[src/design/wavp_pkg.sv]
package wavp_pkg;

  localparam int DurFracBitsDefault = 16;
  localparam int FifoDepth = 2;
  localparam int OutDataW = 152;

  localparam logic [31:0] TAG_RIFF = 32'h52494646;
  localparam logic [31:0] TAG_WAVE = 32'h57415645;
  localparam logic [31:0] TAG_FMT  = 32'h666D7420;
  localparam logic [31:0] TAG_DATA = 32'h64617461;

  localparam logic [15:0] FMT_PCM   = 16'd1;
  localparam logic [15:0] FMT_FLOAT = 16'd3;
  localparam logic [31:0] FMT_MIN_SIZE = 32'd16;

  localparam logic [2:0] ST_OK          = 3'd0;
  localparam logic [2:0] ST_BAD_HEADER  = 3'd1;
  localparam logic [2:0] ST_SHORT_FMT   = 3'd2;
  localparam logic [2:0] ST_UNSUPPORTED = 3'd3;
  localparam logic [2:0] ST_DATA_NO_FMT = 3'd4;
  localparam logic [2:0] ST_NO_DATA     = 3'd5;
  localparam logic [2:0] ST_ZERO_FIELD  = 3'd6;

  typedef enum logic [2:0] {
    PH_HEADER,
    PH_CHUNK,
    PH_FMT,
    PH_SKIP,
    PH_DONE
  } phase_t;

  typedef enum logic [2:0] {
    BK_IDLE,
    BK_MUL,
    BK_START1,
    BK_DIV1,
    BK_START2,
    BK_DIV2,
    BK_OUT
  } back_state_t;

  // One parsed file: either an error code or the header fields of a data chunk.
  typedef struct packed {
    logic [2:0]  status;
    logic [31:0] data_size;
    logic [31:0] rate;
    logic [15:0] channels;
    logic [15:0] bits;
    logic        is_float;
  } job_t;

endpackage

[src/design/wavp_front.sv]
module wavp_front (
  input  logic              clk,
  input  logic              rst_n,
  input  logic              beat_i,
  input  logic [7:0]        byte_i,
  input  logic              last_i,
  output logic              push_o,
  output wavp_pkg::job_t    job_o
);

  wavp_pkg::phase_t phase_r, phase_nxt;
  logic [4:0]  pos_r, pos_nxt;
  logic [32:0] skip_r, skip_nxt;
  logic [31:0] tag_r, tag_nxt;
  logic [31:0] size_r, size_nxt;
  logic [15:0] fmt_r, fmt_nxt;
  logic [15:0] ch_r, ch_nxt;
  logic [31:0] rate_r, rate_nxt;
  logic [15:0] bits_r, bits_nxt;
  logic        seen_r, seen_nxt;
  logic        emit;
  wavp_pkg::job_t job;

  always_comb begin
    phase_nxt = phase_r;
    pos_nxt   = pos_r;
    skip_nxt  = skip_r;
    tag_nxt   = tag_r;
    size_nxt  = size_r;
    fmt_nxt   = fmt_r;
    ch_nxt    = ch_r;
    rate_nxt  = rate_r;
    bits_nxt  = bits_r;
    seen_nxt  = seen_r;
    emit      = 1'b0;
    job       = '0;
    case (phase_r)
      wavp_pkg::PH_HEADER: begin
        tag_nxt = {tag_r[23:0], byte_i};
        if (pos_r == 5'd3 && tag_nxt != wavp_pkg::TAG_RIFF) begin
          emit = 1'b1;
          job.status = wavp_pkg::ST_BAD_HEADER;
          phase_nxt = wavp_pkg::PH_DONE;
        end else if (pos_r == 5'd11) begin
          if (tag_nxt != wavp_pkg::TAG_WAVE) begin
            emit = 1'b1;
            job.status = wavp_pkg::ST_BAD_HEADER;
            phase_nxt = wavp_pkg::PH_DONE;
          end else begin
            phase_nxt = wavp_pkg::PH_CHUNK;
            pos_nxt = '0;
          end
        end else begin
          pos_nxt = pos_r + 5'd1;
        end
      end
      wavp_pkg::PH_CHUNK: begin
        if (pos_r < 5'd4) begin
          tag_nxt = {tag_r[23:0], byte_i};
        end else begin
          size_nxt = {byte_i, size_r[31:8]};
        end
        if (pos_r == 5'd7) begin
          pos_nxt = '0;
          if (tag_nxt == wavp_pkg::TAG_FMT) begin
            if (size_nxt < wavp_pkg::FMT_MIN_SIZE) begin
              emit = 1'b1;
              job.status = wavp_pkg::ST_SHORT_FMT;
              phase_nxt = wavp_pkg::PH_DONE;
            end else begin
              skip_nxt = {1'b0, size_nxt - wavp_pkg::FMT_MIN_SIZE} + {32'd0, size_nxt[0]};
              phase_nxt = wavp_pkg::PH_FMT;
            end
          end else if (tag_nxt == wavp_pkg::TAG_DATA) begin
            emit = 1'b1;
            phase_nxt = wavp_pkg::PH_DONE;
            if (!seen_r) begin
              job.status = wavp_pkg::ST_DATA_NO_FMT;
            end else if (rate_r == '0 || ch_r == '0 || bits_r[15:3] == '0) begin
              job.status = wavp_pkg::ST_ZERO_FIELD;
            end else begin
              job.status    = wavp_pkg::ST_OK;
              job.data_size = size_nxt;
              job.rate      = rate_r;
              job.channels  = ch_r;
              job.bits      = bits_r;
              job.is_float  = (fmt_r == wavp_pkg::FMT_FLOAT);
            end
          end else begin
            skip_nxt = {1'b0, size_nxt} + {32'd0, size_nxt[0]};
            phase_nxt = (skip_nxt != '0) ? wavp_pkg::PH_SKIP : wavp_pkg::PH_CHUNK;
          end
        end else begin
          pos_nxt = pos_r + 5'd1;
        end
      end
      wavp_pkg::PH_FMT: begin
        case (pos_r)
          5'd0:  fmt_nxt[7:0]    = byte_i;
          5'd1:  fmt_nxt[15:8]   = byte_i;
          5'd2:  ch_nxt[7:0]     = byte_i;
          5'd3:  ch_nxt[15:8]    = byte_i;
          5'd4:  rate_nxt[7:0]   = byte_i;
          5'd5:  rate_nxt[15:8]  = byte_i;
          5'd6:  rate_nxt[23:16] = byte_i;
          5'd7:  rate_nxt[31:24] = byte_i;
          5'd14: bits_nxt[7:0]   = byte_i;
          5'd15: bits_nxt[15:8]  = byte_i;
          default: ;
        endcase
        if (pos_r == 5'd15) begin
          pos_nxt = '0;
          if (fmt_nxt != wavp_pkg::FMT_PCM && fmt_nxt != wavp_pkg::FMT_FLOAT) begin
            emit = 1'b1;
            job.status = wavp_pkg::ST_UNSUPPORTED;
            phase_nxt = wavp_pkg::PH_DONE;
          end else begin
            seen_nxt = 1'b1;
            phase_nxt = (skip_r != '0) ? wavp_pkg::PH_SKIP : wavp_pkg::PH_CHUNK;
          end
        end else begin
          pos_nxt = pos_r + 5'd1;
        end
      end
      wavp_pkg::PH_SKIP: begin
        if (skip_r != '0) begin
          skip_nxt = skip_r - 33'd1;
        end
        if (skip_nxt == '0) begin
          phase_nxt = wavp_pkg::PH_CHUNK;
          pos_nxt = '0;
        end
      end
      default: ;
    endcase
    if (last_i) begin
      if (!emit && phase_nxt != wavp_pkg::PH_DONE) begin
        emit = 1'b1;
        job = '0;
        if (phase_nxt == wavp_pkg::PH_HEADER) begin
          job.status = wavp_pkg::ST_BAD_HEADER;
        end else if (phase_nxt == wavp_pkg::PH_FMT) begin
          job.status = wavp_pkg::ST_SHORT_FMT;
        end else begin
          job.status = wavp_pkg::ST_NO_DATA;
        end
      end
      phase_nxt = wavp_pkg::PH_HEADER;
      pos_nxt   = '0;
      skip_nxt  = '0;
      tag_nxt   = '0;
      size_nxt  = '0;
      fmt_nxt   = '0;
      ch_nxt    = '0;
      rate_nxt  = '0;
      bits_nxt  = '0;
      seen_nxt  = 1'b0;
    end
  end

  always_ff @(posedge clk) begin
    if (!rst_n) begin
      phase_r <= wavp_pkg::PH_HEADER;
      pos_r   <= '0;
      skip_r  <= '0;
      tag_r   <= '0;
      size_r  <= '0;
      fmt_r   <= '0;
      ch_r    <= '0;
      rate_r  <= '0;
      bits_r  <= '0;
      seen_r  <= 1'b0;
    end else if (beat_i) begin
      phase_r <= phase_nxt;
      pos_r   <= pos_nxt;
      skip_r  <= skip_nxt;
      tag_r   <= tag_nxt;
      size_r  <= size_nxt;
      fmt_r   <= fmt_nxt;
      ch_r    <= ch_nxt;
      rate_r  <= rate_nxt;
      bits_r  <= bits_nxt;
      seen_r  <= seen_nxt;
    end
  end

  assign push_o = beat_i && emit;
  assign job_o  = job;

endmodule

[src/design/wavp_fifo.sv]
module wavp_fifo (
  input  logic           clk,
  input  logic           rst_n,
  input  logic           push_i,
  input  wavp_pkg::job_t data_i,
  output logic           space_o,
  input  logic           pop_i,
  output logic           avail_o,
  output wavp_pkg::job_t data_o
);

  localparam int AW = $clog2(wavp_pkg::FifoDepth);

  wavp_pkg::job_t mem [wavp_pkg::FifoDepth];
  logic [AW-1:0] wp_r, rp_r;
  logic [AW:0]   cnt_r;

  always_ff @(posedge clk) begin
    if (push_i) begin
      mem[wp_r] <= data_i;
    end
  end

  always_ff @(posedge clk) begin
    if (!rst_n) begin
      wp_r  <= '0;
      rp_r  <= '0;
      cnt_r <= '0;
    end else begin
      if (push_i) begin
        wp_r <= wp_r + 1'b1;
      end
      if (pop_i) begin
        rp_r <= rp_r + 1'b1;
      end
      cnt_r <= cnt_r + (AW+1)'(push_i) - (AW+1)'(pop_i);
    end
  end

  assign space_o = (cnt_r != (AW+1)'(wavp_pkg::FifoDepth));
  assign avail_o = (cnt_r != '0);
  assign data_o  = mem[rp_r];

endmodule

[src/design/wavp_div.sv]
module wavp_div #(
  parameter int NW = 48
) (
  input  logic          clk,
  input  logic          rst_n,
  input  logic          start_i,
  input  logic [NW-1:0] dividend_i,
  input  logic [31:0]   divisor_i,
  output logic          done_o,
  output logic [NW-1:0] quo_o
);

  localparam int CW = $clog2(NW + 1);

  logic [NW-1:0] quo_r;
  logic [31:0]   rem_r;
  logic [31:0]   div_r;
  logic [CW-1:0] cnt_r;
  logic          done_r;
  logic [32:0]   trial;
  logic          fits;

  assign trial = {rem_r, quo_r[NW-1]};
  assign fits  = (trial >= {1'b0, div_r});

  always_ff @(posedge clk) begin
    if (start_i) begin
      quo_r <= dividend_i;
      rem_r <= '0;
      div_r <= divisor_i;
    end else if (cnt_r != '0) begin
      quo_r <= {quo_r[NW-2:0], fits};
      rem_r <= fits ? 32'(trial - {1'b0, div_r}) : trial[31:0];
    end
  end

  always_ff @(posedge clk) begin
    if (!rst_n) begin
      cnt_r  <= '0;
      done_r <= 1'b0;
    end else if (start_i) begin
      cnt_r  <= CW'(NW);
      done_r <= 1'b0;
    end else begin
      done_r <= (cnt_r == CW'(1));
      if (cnt_r != '0) begin
        cnt_r <= cnt_r - CW'(1);
      end
    end
  end

  assign done_o = done_r;
  assign quo_o  = quo_r;

endmodule

[src/design/wavp_back.sv]
module wavp_back #(
  parameter int DURATION_FRAC_BITS = wavp_pkg::DurFracBitsDefault
) (
  input  logic                          clk,
  input  logic                          rst_n,
  input  logic                          avail_i,
  input  wavp_pkg::job_t                job_i,
  output logic                          pop_o,
  output logic                          out_valid_o,
  input  logic                          out_ready_i,
  output logic [wavp_pkg::OutDataW-1:0] out_data_o
);

  localparam int NW = 32 + DURATION_FRAC_BITS;

  wavp_pkg::back_state_t state_r, state_nxt;
  wavp_pkg::job_t job_r;
  logic [31:0] align_r;
  logic [31:0] frames_r;
  logic [47:0] dur_r;
  logic        ov_r;
  logic [wavp_pkg::OutDataW-1:0] od_r;
  logic        start;
  logic [NW-1:0] dividend;
  logic [31:0]   divisor;
  logic          div_done;
  logic [NW-1:0] quo;
  logic          load_out;
  logic          is_ok;

  assign is_ok = (job_i.status == wavp_pkg::ST_OK);

  always_comb begin
    state_nxt = state_r;
    case (state_r)
      wavp_pkg::BK_IDLE:   if (avail_i) begin
        state_nxt = is_ok ? wavp_pkg::BK_MUL : wavp_pkg::BK_OUT;
      end
      wavp_pkg::BK_MUL:    state_nxt = wavp_pkg::BK_START1;
      wavp_pkg::BK_START1: state_nxt = wavp_pkg::BK_DIV1;
      wavp_pkg::BK_DIV1:   if (div_done) begin
        state_nxt = wavp_pkg::BK_START2;
      end
      wavp_pkg::BK_START2: state_nxt = wavp_pkg::BK_DIV2;
      wavp_pkg::BK_DIV2:   if (div_done) begin
        state_nxt = wavp_pkg::BK_OUT;
      end
      wavp_pkg::BK_OUT:    if (!ov_r || out_ready_i) begin
        state_nxt = wavp_pkg::BK_IDLE;
      end
      default: state_nxt = wavp_pkg::BK_IDLE;
    endcase
  end

  always_comb begin
    pop_o    = 1'b0;
    start    = 1'b0;
    load_out = 1'b0;
    dividend = NW'(job_r.data_size);
    divisor  = align_r;
    case (state_r)
      wavp_pkg::BK_IDLE:   pop_o = avail_i;
      wavp_pkg::BK_START1: start = 1'b1;
      wavp_pkg::BK_START2: begin
        start    = 1'b1;
        dividend = NW'(frames_r) << DURATION_FRAC_BITS;
        divisor  = job_r.rate;
      end
      wavp_pkg::BK_OUT:    load_out = !ov_r || out_ready_i;
      default: ;
    endcase
  end

  wavp_div #(.NW(NW)) u_div (
    .clk        (clk),
    .rst_n      (rst_n),
    .start_i    (start),
    .dividend_i (dividend),
    .divisor_i  (divisor),
    .done_o     (div_done),
    .quo_o      (quo)
  );

  always_ff @(posedge clk) begin
    if (pop_o) begin
      job_r    <= job_i;
      frames_r <= '0;
      dur_r    <= '0;
    end
    if (state_r == wavp_pkg::BK_MUL) begin
      align_r <= {16'd0, job_r.channels} * {19'd0, job_r.bits[15:3]};
    end
    if (state_r == wavp_pkg::BK_DIV1 && div_done) begin
      frames_r <= 32'(quo);
    end
    if (state_r == wavp_pkg::BK_DIV2 && div_done) begin
      dur_r <= 48'(quo);
    end
    if (load_out) begin
      od_r <= {4'd0, dur_r, job_r.is_float, job_r.bits, job_r.channels,
               job_r.rate, frames_r, job_r.status};
    end
  end

  always_ff @(posedge clk) begin
    if (!rst_n) begin
      state_r <= wavp_pkg::BK_IDLE;
      ov_r    <= 1'b0;
    end else begin
      state_r <= state_nxt;
      if (load_out) begin
        ov_r <= 1'b1;
      end else if (out_ready_i) begin
        ov_r <= 1'b0;
      end
    end
  end

  assign out_valid_o = ov_r;
  assign out_data_o  = od_r;

endmodule

[src/design/wav_header_duration_probe_top.sv]
// WAV header duration probe.
// The input channel carries a WAV file one byte per beat: in_tdata holds the
// byte and in_tlast marks the final byte of the file. A byte is taken in every
// cycle while the internal result queue has room, so the header parser keeps
// pace with the stream and later bytes after a result are simply dropped.
// Each file yields at most one result beat on the output channel: a status
// code plus, on success, frame count, rate, channel count, sample bits, the
// float flag and the duration in unsigned fixed point seconds.
// The front parser classifies the file and pushes a job into a two-entry
// queue; the back end multiplies out the block alignment and runs two
// divisions on one shared bit-per-cycle divider. An error result passes from
// the queue through the back end's idle and output states into the output
// register; a good result also passes through the multiply and both divisions.
// When the receiver stalls, the result holds in the output register, the
// queue fills, and in_tready drops once the queue is full.
// Reset is synchronous and active low and returns the parser to expect a new
// RIFF header; the end of each file does the same.
module wav_header_duration_probe_top #(
  parameter int DURATION_FRAC_BITS = wavp_pkg::DurFracBitsDefault
) (
  input  logic                          clk,
  input  logic                          rst_n,
  input  logic                          in_tvalid,
  output logic                          in_tready,
  input  logic [7:0]                    in_tdata,  // stream_byte
  input  logic                          in_tlast,  // end_of_file
  output logic                          out_tvalid,
  input  logic                          out_tready,
  // From bit 0 up: status[3], frame_count[32], rate_hz[32], channel_count[16],
  // sample_bits[16], is_float[1], duration_seconds_q16[48], zero fill[4].
  output logic [wavp_pkg::OutDataW-1:0] out_tdata
);

  logic           beat;
  logic           push;
  logic           space;
  logic           pop;
  logic           avail;
  wavp_pkg::job_t push_job;
  wavp_pkg::job_t head_job;

  assign in_tready = space;
  assign beat      = in_tvalid && space;

  wavp_front u_front (
    .clk    (clk),
    .rst_n  (rst_n),
    .beat_i (beat),
    .byte_i (in_tdata),
    .last_i (in_tlast),
    .push_o (push),
    .job_o  (push_job)
  );

  wavp_fifo u_fifo (
    .clk     (clk),
    .rst_n   (rst_n),
    .push_i  (push),
    .data_i  (push_job),
    .space_o (space),
    .pop_i   (pop),
    .avail_o (avail),
    .data_o  (head_job)
  );

  wavp_back #(.DURATION_FRAC_BITS(DURATION_FRAC_BITS)) u_back (
    .clk         (clk),
    .rst_n       (rst_n),
    .avail_i     (avail),
    .job_i       (head_job),
    .pop_o       (pop),
    .out_valid_o (out_tvalid),
    .out_ready_i (out_tready),
    .out_data_o  (out_tdata)
  );

endmodule
[config.mk]
export PLATFORM = sky130hd
export DESIGN_NAME = wav_header_duration_probe_top
export DESIGN_NICKNAME = d
export VERILOG_FILES = /design/src/design/wavp_pkg.sv /design/src/design/wavp_front.sv /design/src/design/wavp_fifo.sv /design/src/design/wavp_div.sv /design/src/design/wavp_back.sv /design/src/design/wav_header_duration_probe_top.sv
export SDC_FILE = /design/constraint.sdc
export NUM_CORES = 2
export LEC_CHECK = 0
export ABC_AREA = 1
export BUFFER_PORTS_ARGS = -buffer_cell sky130_fd_sc_hd__buf_2
export CAP_MARGIN = 30
export CORE_ASPECT_RATIO = 0.8
export CORE_MARGIN = 4
export CORE_UTILIZATION = 45
export CTS_CLUSTER_SIZE = 24
export DETAILED_ROUTE_END_ITERATION = 12
export GPL_ROUTABILITY_DRIVEN = 0
export PLACE_DENSITY_LB_ADDON = 0.25
export SYNTH_ARGS = -nofsm -noshare
export SYNTH_HDL_FRONTEND = slang
export SYNTH_SLANG_ARGS = --single-unit
[constraint.sdc]
create_clock -name clk -period 7.5 [get_ports clk]
set_clock_uncertainty 0.15 [all_clocks]
set_input_delay 0.75 -clock clk [delete_from_list [all_inputs] [get_ports clk]]
set_output_delay 0.75 -clock clk [all_outputs]
set_load 0.005 [all_outputs]
==> results_tabular.tex <==
\begin{tabular}{lr}
\hline
Metric & Value \\
\hline
\multicolumn{2}{l}{\textbf{Setup path}} \\
\quad Depth of the worst register-to-register path & 22 \\
\quad Destination of the worst register-to-register timing path & u\_back.align\_r[28] \\
\quad Type of destination of the critical path & flip-flop \\
\quad Data required time at the worst endpoint & a little under 8 ns \\
\quad Critical path peak fanout & 17 \\
\quad Critical path's top delay family & adder cells \\
\quad Critical Path Most Common Cell & sky130\_fd\_sc\_hd\_\_fa\_1 \\
\quad Setup CP Type & reg2reg \\
\quad CP Data Arrival Time & $\sim$6.5 ns \\
\quad Cell count along the critical path & 22 \\
\quad Register-to-register setup slack & between 1 and 1.5 ns \\
\quad Buffers plus inverters on the worst setup path & 3 \\
\quad Critical path's slowest cell & sky130\_fd\_sc\_hd\_\_edfxtp\_1 \\
\quad Worst setup SP type & flip-flop \\
\quad FF-to-FF Start & u\_back.job\_r[7] \\
\quad Crit path largest cell delay & between 0.7 and 0.8 ns \\
\quad Worst-path cell chain & nand2\_1 > fa\_1 > inv\_1 > fa\_1 > inv\_1 > fa\_1 > inv\_1 > fa\_1 > fa\_1 > ha\_1 > nand2\_1 > o21ai\_0 > nand3\_1 > nand2\_1 > a21oi\_1 > o21ai\_0 > a21boi\_0 > o21ai\_0 > a21oi\_1 > nor2\_1 > nor2\_1 > xor2\_1 \\
\quad Start point of the critical path & u\_back.job\_r[7] \\
\quad Endpoint of the most critical setup path & u\_back.align\_r[28] \\
\multicolumn{2}{l}{\textbf{Synthesis}} \\
\quad Yosys warning count & 0 \\
\quad Async SR Flop Fraction & 0\% \\
\quad Flops \& latches, synth & 871 \\
\quad Share of the synthesized area in the top cell type & a little over 40\% \\
\quad Cell type with the highest aggregate area in the netlist & sky130\_fd\_sc\_hd\_\_edfxtp\_1 \\
\quad Number of enable-type register cells in the synthesized netlist & between 600 and 700 \\
\quad Most instantiated flip-flop cell in the synthesis netlist & sky130\_fd\_sc\_hd\_\_edfxtp\_1 \\
\quad Seq/Total Area, Yosys & around half \\
\quad Mapped cell area & around 46,000 um2 \\
\quad Distinct cell type count of the synthesized netlist & slightly below 60 \\
\quad Post-synthesis cell count & just over 5,000 \\
\quad Largest cells by area after synthesis & sky130\_fd\_sc\_hd\_\_edfxtp\_1 (41\%), sky130\_fd\_sc\_hd\_\_dfxtp\_1 (10\%), sky130\_fd\_sc\_hd\_\_nand2\_1 (9.0\%) \\
\quad Post-Syn Area per Cell & about 9 um2 \\
\multicolumn{2}{l}{\textbf{Hold path}} \\
\quad Type of the worst min-delay path & reg2reg \\
\multicolumn{2}{l}{\textbf{Route}} \\
\quad Wirelength per Cell & approximately 18 um \\
\quad Length of the first detailed-routing pass in iterations & 6 \\
\quad DRC violation total after the first TritonRoute iteration & 3,592 \\
\quad Via total after detailed routing & 34,600 \\
\quad Via density & $\sim$5.3 \\
\quad Remaining number of nets flagged by the antenna check after routing & 0 \\
\quad Routed Wire Length & around 120,000 um \\
\quad Number of remaining DRC errors & 0 \\
\multicolumn{2}{l}{\textbf{STA}} \\
\quad Relative slew margins & around a third \\
\quad Unrepaired setup endpoints after global routing & no \\
\quad Total negative slack & 0 ns \\
\quad Maximum operating frequency & 0.161 GHz \\
\quad Setup violators final & 0 \\
\quad Clock period minus final worst setup slack & about 6.2 ns \\
\quad Final hold vios & 0 \\
\quad Share of the clock period used by the worst path after layout & between 80 and 90\% \\
\quad Pin slew with the least headroom to its limit & slightly below 1 ns \\
\quad Number of max-slew violations in the final report & 0 \\
\multicolumn{2}{l}{\textbf{Job}} \\
\quad MaxCap Viol Count & 0 \\
\multicolumn{2}{l}{\textbf{Final layout}} \\
\quad Layout cells sized above 1 & under 10\% \\
\quad Total area of sequential cells & between 20,000 and 25,000 um2 \\
\quad Number of inserted filler cells in the final layout & approximately 9,400 \\
\quad Leading cell type in the layout, fill and taps excluded & sky130\_fd\_sc\_hd\_\_nand2\_1 \\
\quad Diodes inserted & 0 \\
\quad NumNets Final & between 5,000 and 6,000 \\
\quad Multi-input gate area in the final layout & 19,100 um2 \\
\quad Top library cells by usage in the layout, fill and taps aside & sky130\_fd\_sc\_hd\_\_nand2\_1 (1,114), sky130\_fd\_sc\_hd\_\_inv\_1 (688), sky130\_fd\_sc\_hd\_\_edfxtp\_1 (637) \\
\quad Relative area change from synthesis to final layout & 11.2\% \\
\multicolumn{2}{l}{\textbf{Clocking}} \\
\quad CTS buffer count & 89 \\
\quad Post-CTS setup repair buffer count & 0 \\
\quad Sinks on the clock net & 871 \\
\quad Deepest level of the CTS H-tree & 3 \\
\quad Clock slew seen by the registers of the worst setup and hold paths & roughly 0.06 ns \\
\quad Hold-fix buffer count after cts & 0 \\
\quad Clock latency on the worst-skew pair & between 0.6 and 0.7 ns \\
\quad TritonCTS clock tree & done \\
\quad Number of cells upsized or downsized after cts & 0 \\
\quad Clock tree root driver cell & sky130\_fd\_sc\_hd\_\_clkbuf\_16 \\
\quad Worst-case clock buffer depth & 3 \\
\multicolumn{2}{l}{\textbf{Floorplanning}} \\
\quad Die boundary height & about 300 um \\
\quad Initial core utilization & between 40\% and 50\% \\
\quad Core Box Area & 102,000 um2 \\
\quad Area of the die & between 100,000 and 150,000 um2 \\
\quad Die Wd & between 300 and 400 um \\
\quad Number of primary I/O pins & 167 \\
\quad Num rows & roughly 110 \\
\multicolumn{2}{l}{\textbf{Global routing}} \\
\quad Vias in the first global route & $\sim$32,000 \\
\quad Pin count of the biggest net entering global routing & between 90 and 100 \\
\quad Overall track demand over capacity in global routing & between 20\% and 30\% \\
\quad Wire length of the first global-routing pass & between 150,000 and 200,000 um \\
\quad GR Overflow Total & 0 \\
\quad Initial antenna violation count & 2 \\
\multicolumn{2}{l}{\textbf{Outcome}} \\
\quad Outcome & completed \\
\multicolumn{2}{l}{\textbf{Placement}} \\
\quad Count of input and output buffers & 162 \\
\quad DP HPWL & $\sim$87,000 um \\
\hline
\end{tabular}
[state kept, by name (all words and copies together), names as in the netlist, 6 cells and up, named ones only]
signal / count
u_back.u_div.div_r: 32
u_back.align_r: 29
u_back.u_div.cnt_r: 6
u_front.ch_r: 16
u_front.rate_r: 32
u_back.out_data_o: 148
u_front.skip_r: 33
u_back.u_div.quo_o: 48
u_front.tag_r: 32
u_back.job_r: 100
u_back.dur_r: 48
u_back.u_div.rem_r: 32
u_front.fmt_r: 16
u_front.size_r: 32
u_back.frames_r: 32
u_front.bits_r: 16
u_fifo.mem: 200
[per-layer routing]
metal | global-route usage (%) | share of wire (%) | vias to the layer above
met5 | 0 | 0.0059 | -
met4 | 4.49 | 1.8 | 2
met3 | 5.20 | 9.6 | 167
met2 | 30.3 | 41 | 1371
met1 | 34.0 | 48 | 16300
li1 | - | - | 16700
[cells by family after synthesis]
group / after synthesis / synth area share (%)
mux: 97 / 2.36
flops: 871 / 51.4
xor+xnor: 116 / 2.21
buf+inv: 909 / 7.66
other cells: 1 / 0.00809
fa+ha+maj: 278 / 10.0
compound gates: 788 / 9.06
simple gates: 1976 / 17.3
[final cells by class]
| cell class | count | share of cell area [%] |
|---|---|---|
| Inverter | 702 | 5.12 |
| Clock buffer | 116 | 4.74 |
| Tap cell | 1337 | 3.25 |
| Multi-Input combinational cell | 3259 | 37.1 |
| Clock inverter | 51 | 1.10 |
| Timing Repair Buffer | 211 | 2.52 |
| Sequential cell | 871 | 46.2 |
[cell usage after synthesis, types with 18 or more instances]
cell and number:
sky130_fd_sc_hd__nand2_1 1116, sky130_fd_sc_hd__a21oi_1 363, sky130_fd_sc_hd__ha_1 123, sky130_fd_sc_hd__nor2_1 525
sky130_fd_sc_hd__o21ai_1 28, sky130_fd_sc_hd__buf_2 18, sky130_fd_sc_hd__clkbuf_1 153, sky130_fd_sc_hd__edfxtp_1 637
sky130_fd_sc_hd__o21ai_0 289, sky130_fd_sc_hd__inv_1 690, sky130_fd_sc_hd__nand3_1 171, sky130_fd_sc_hd__fa_1 155
sky130_fd_sc_hd__mux2_2 97, sky130_fd_sc_hd__nand4_1 42, sky130_fd_sc_hd__xnor2_1 45, sky130_fd_sc_hd__nor4_1 34
sky130_fd_sc_hd__o22ai_1 24, sky130_fd_sc_hd__dfxtp_1 234, sky130_fd_sc_hd__nor3_1 39, sky130_fd_sc_hd__xor2_1 70
[through the flow]
step	instances	cell area, um2	setup WS [ns]	util [%]	hold slack [ns]
after floorplan	5039	46400	0.0413	-	0.250
after global placement	6370	48400	1.32	47.3	0.252
after detailed placement	6378	48500	1.28	47.4	0.255
after CTS	6545	51500	1.27	50.3	0.266
after global routing	6547	51500	0.844	50.4	0.278
final	6547	51500	1.29	50.4	0.265
[worst min-delay path by stage]
stage                startpoint                      to  slack, ns  cells after the start
2_1_floorplan  u_back.job_r[97]    u_back.out_data_o[0]       0.25                      0
5_1_grt         u_back.dur_r[3]  u_back.out_data_o[103]       0.28                      0
4_1_cts         u_back.dur_r[4]  u_back.out_data_o[104]       0.27                      0
3_5_place_dp   u_back.dur_r[14]  u_back.out_data_o[114]       0.25                      0
3_3_place_gp   u_back.dur_r[16]  u_back.out_data_o[116]       0.25                      0
6_report        u_back.dur_r[4]  u_back.out_data_o[104]       0.26                      0
[worst reg2reg max path, cell delays in order (launching register included)]
cell                       delay (ns)
sky130_fd_sc_hd__edfxtp_1        0.73
sky130_fd_sc_hd__nand2_1         0.18
sky130_fd_sc_hd__fa_1            0.58
sky130_fd_sc_hd__inv_1           0.06
sky130_fd_sc_hd__fa_1            0.52
sky130_fd_sc_hd__inv_1           0.05
sky130_fd_sc_hd__fa_1            0.50
sky130_fd_sc_hd__inv_1           0.05
sky130_fd_sc_hd__fa_1            0.48
sky130_fd_sc_hd__fa_1            0.50
sky130_fd_sc_hd__ha_1            0.36
sky130_fd_sc_hd__nand2_1         0.06
sky130_fd_sc_hd__o21ai_0         0.27
sky130_fd_sc_hd__nand3_1         0.11
sky130_fd_sc_hd__nand2_1         0.14
sky130_fd_sc_hd__a21oi_1         0.12
sky130_fd_sc_hd__o21ai_0         0.26
sky130_fd_sc_hd__a21boi_0        0.18
sky130_fd_sc_hd__o21ai_0         0.28
sky130_fd_sc_hd__a21oi_1         0.11
sky130_fd_sc_hd__nor2_1          0.10
sky130_fd_sc_hd__nor2_1          0.05
sky130_fd_sc_hd__xor2_1          0.13
Power is not shown: default switching activity piles up to over one toggle a cycle in this logic, so the estimate is an artifact.
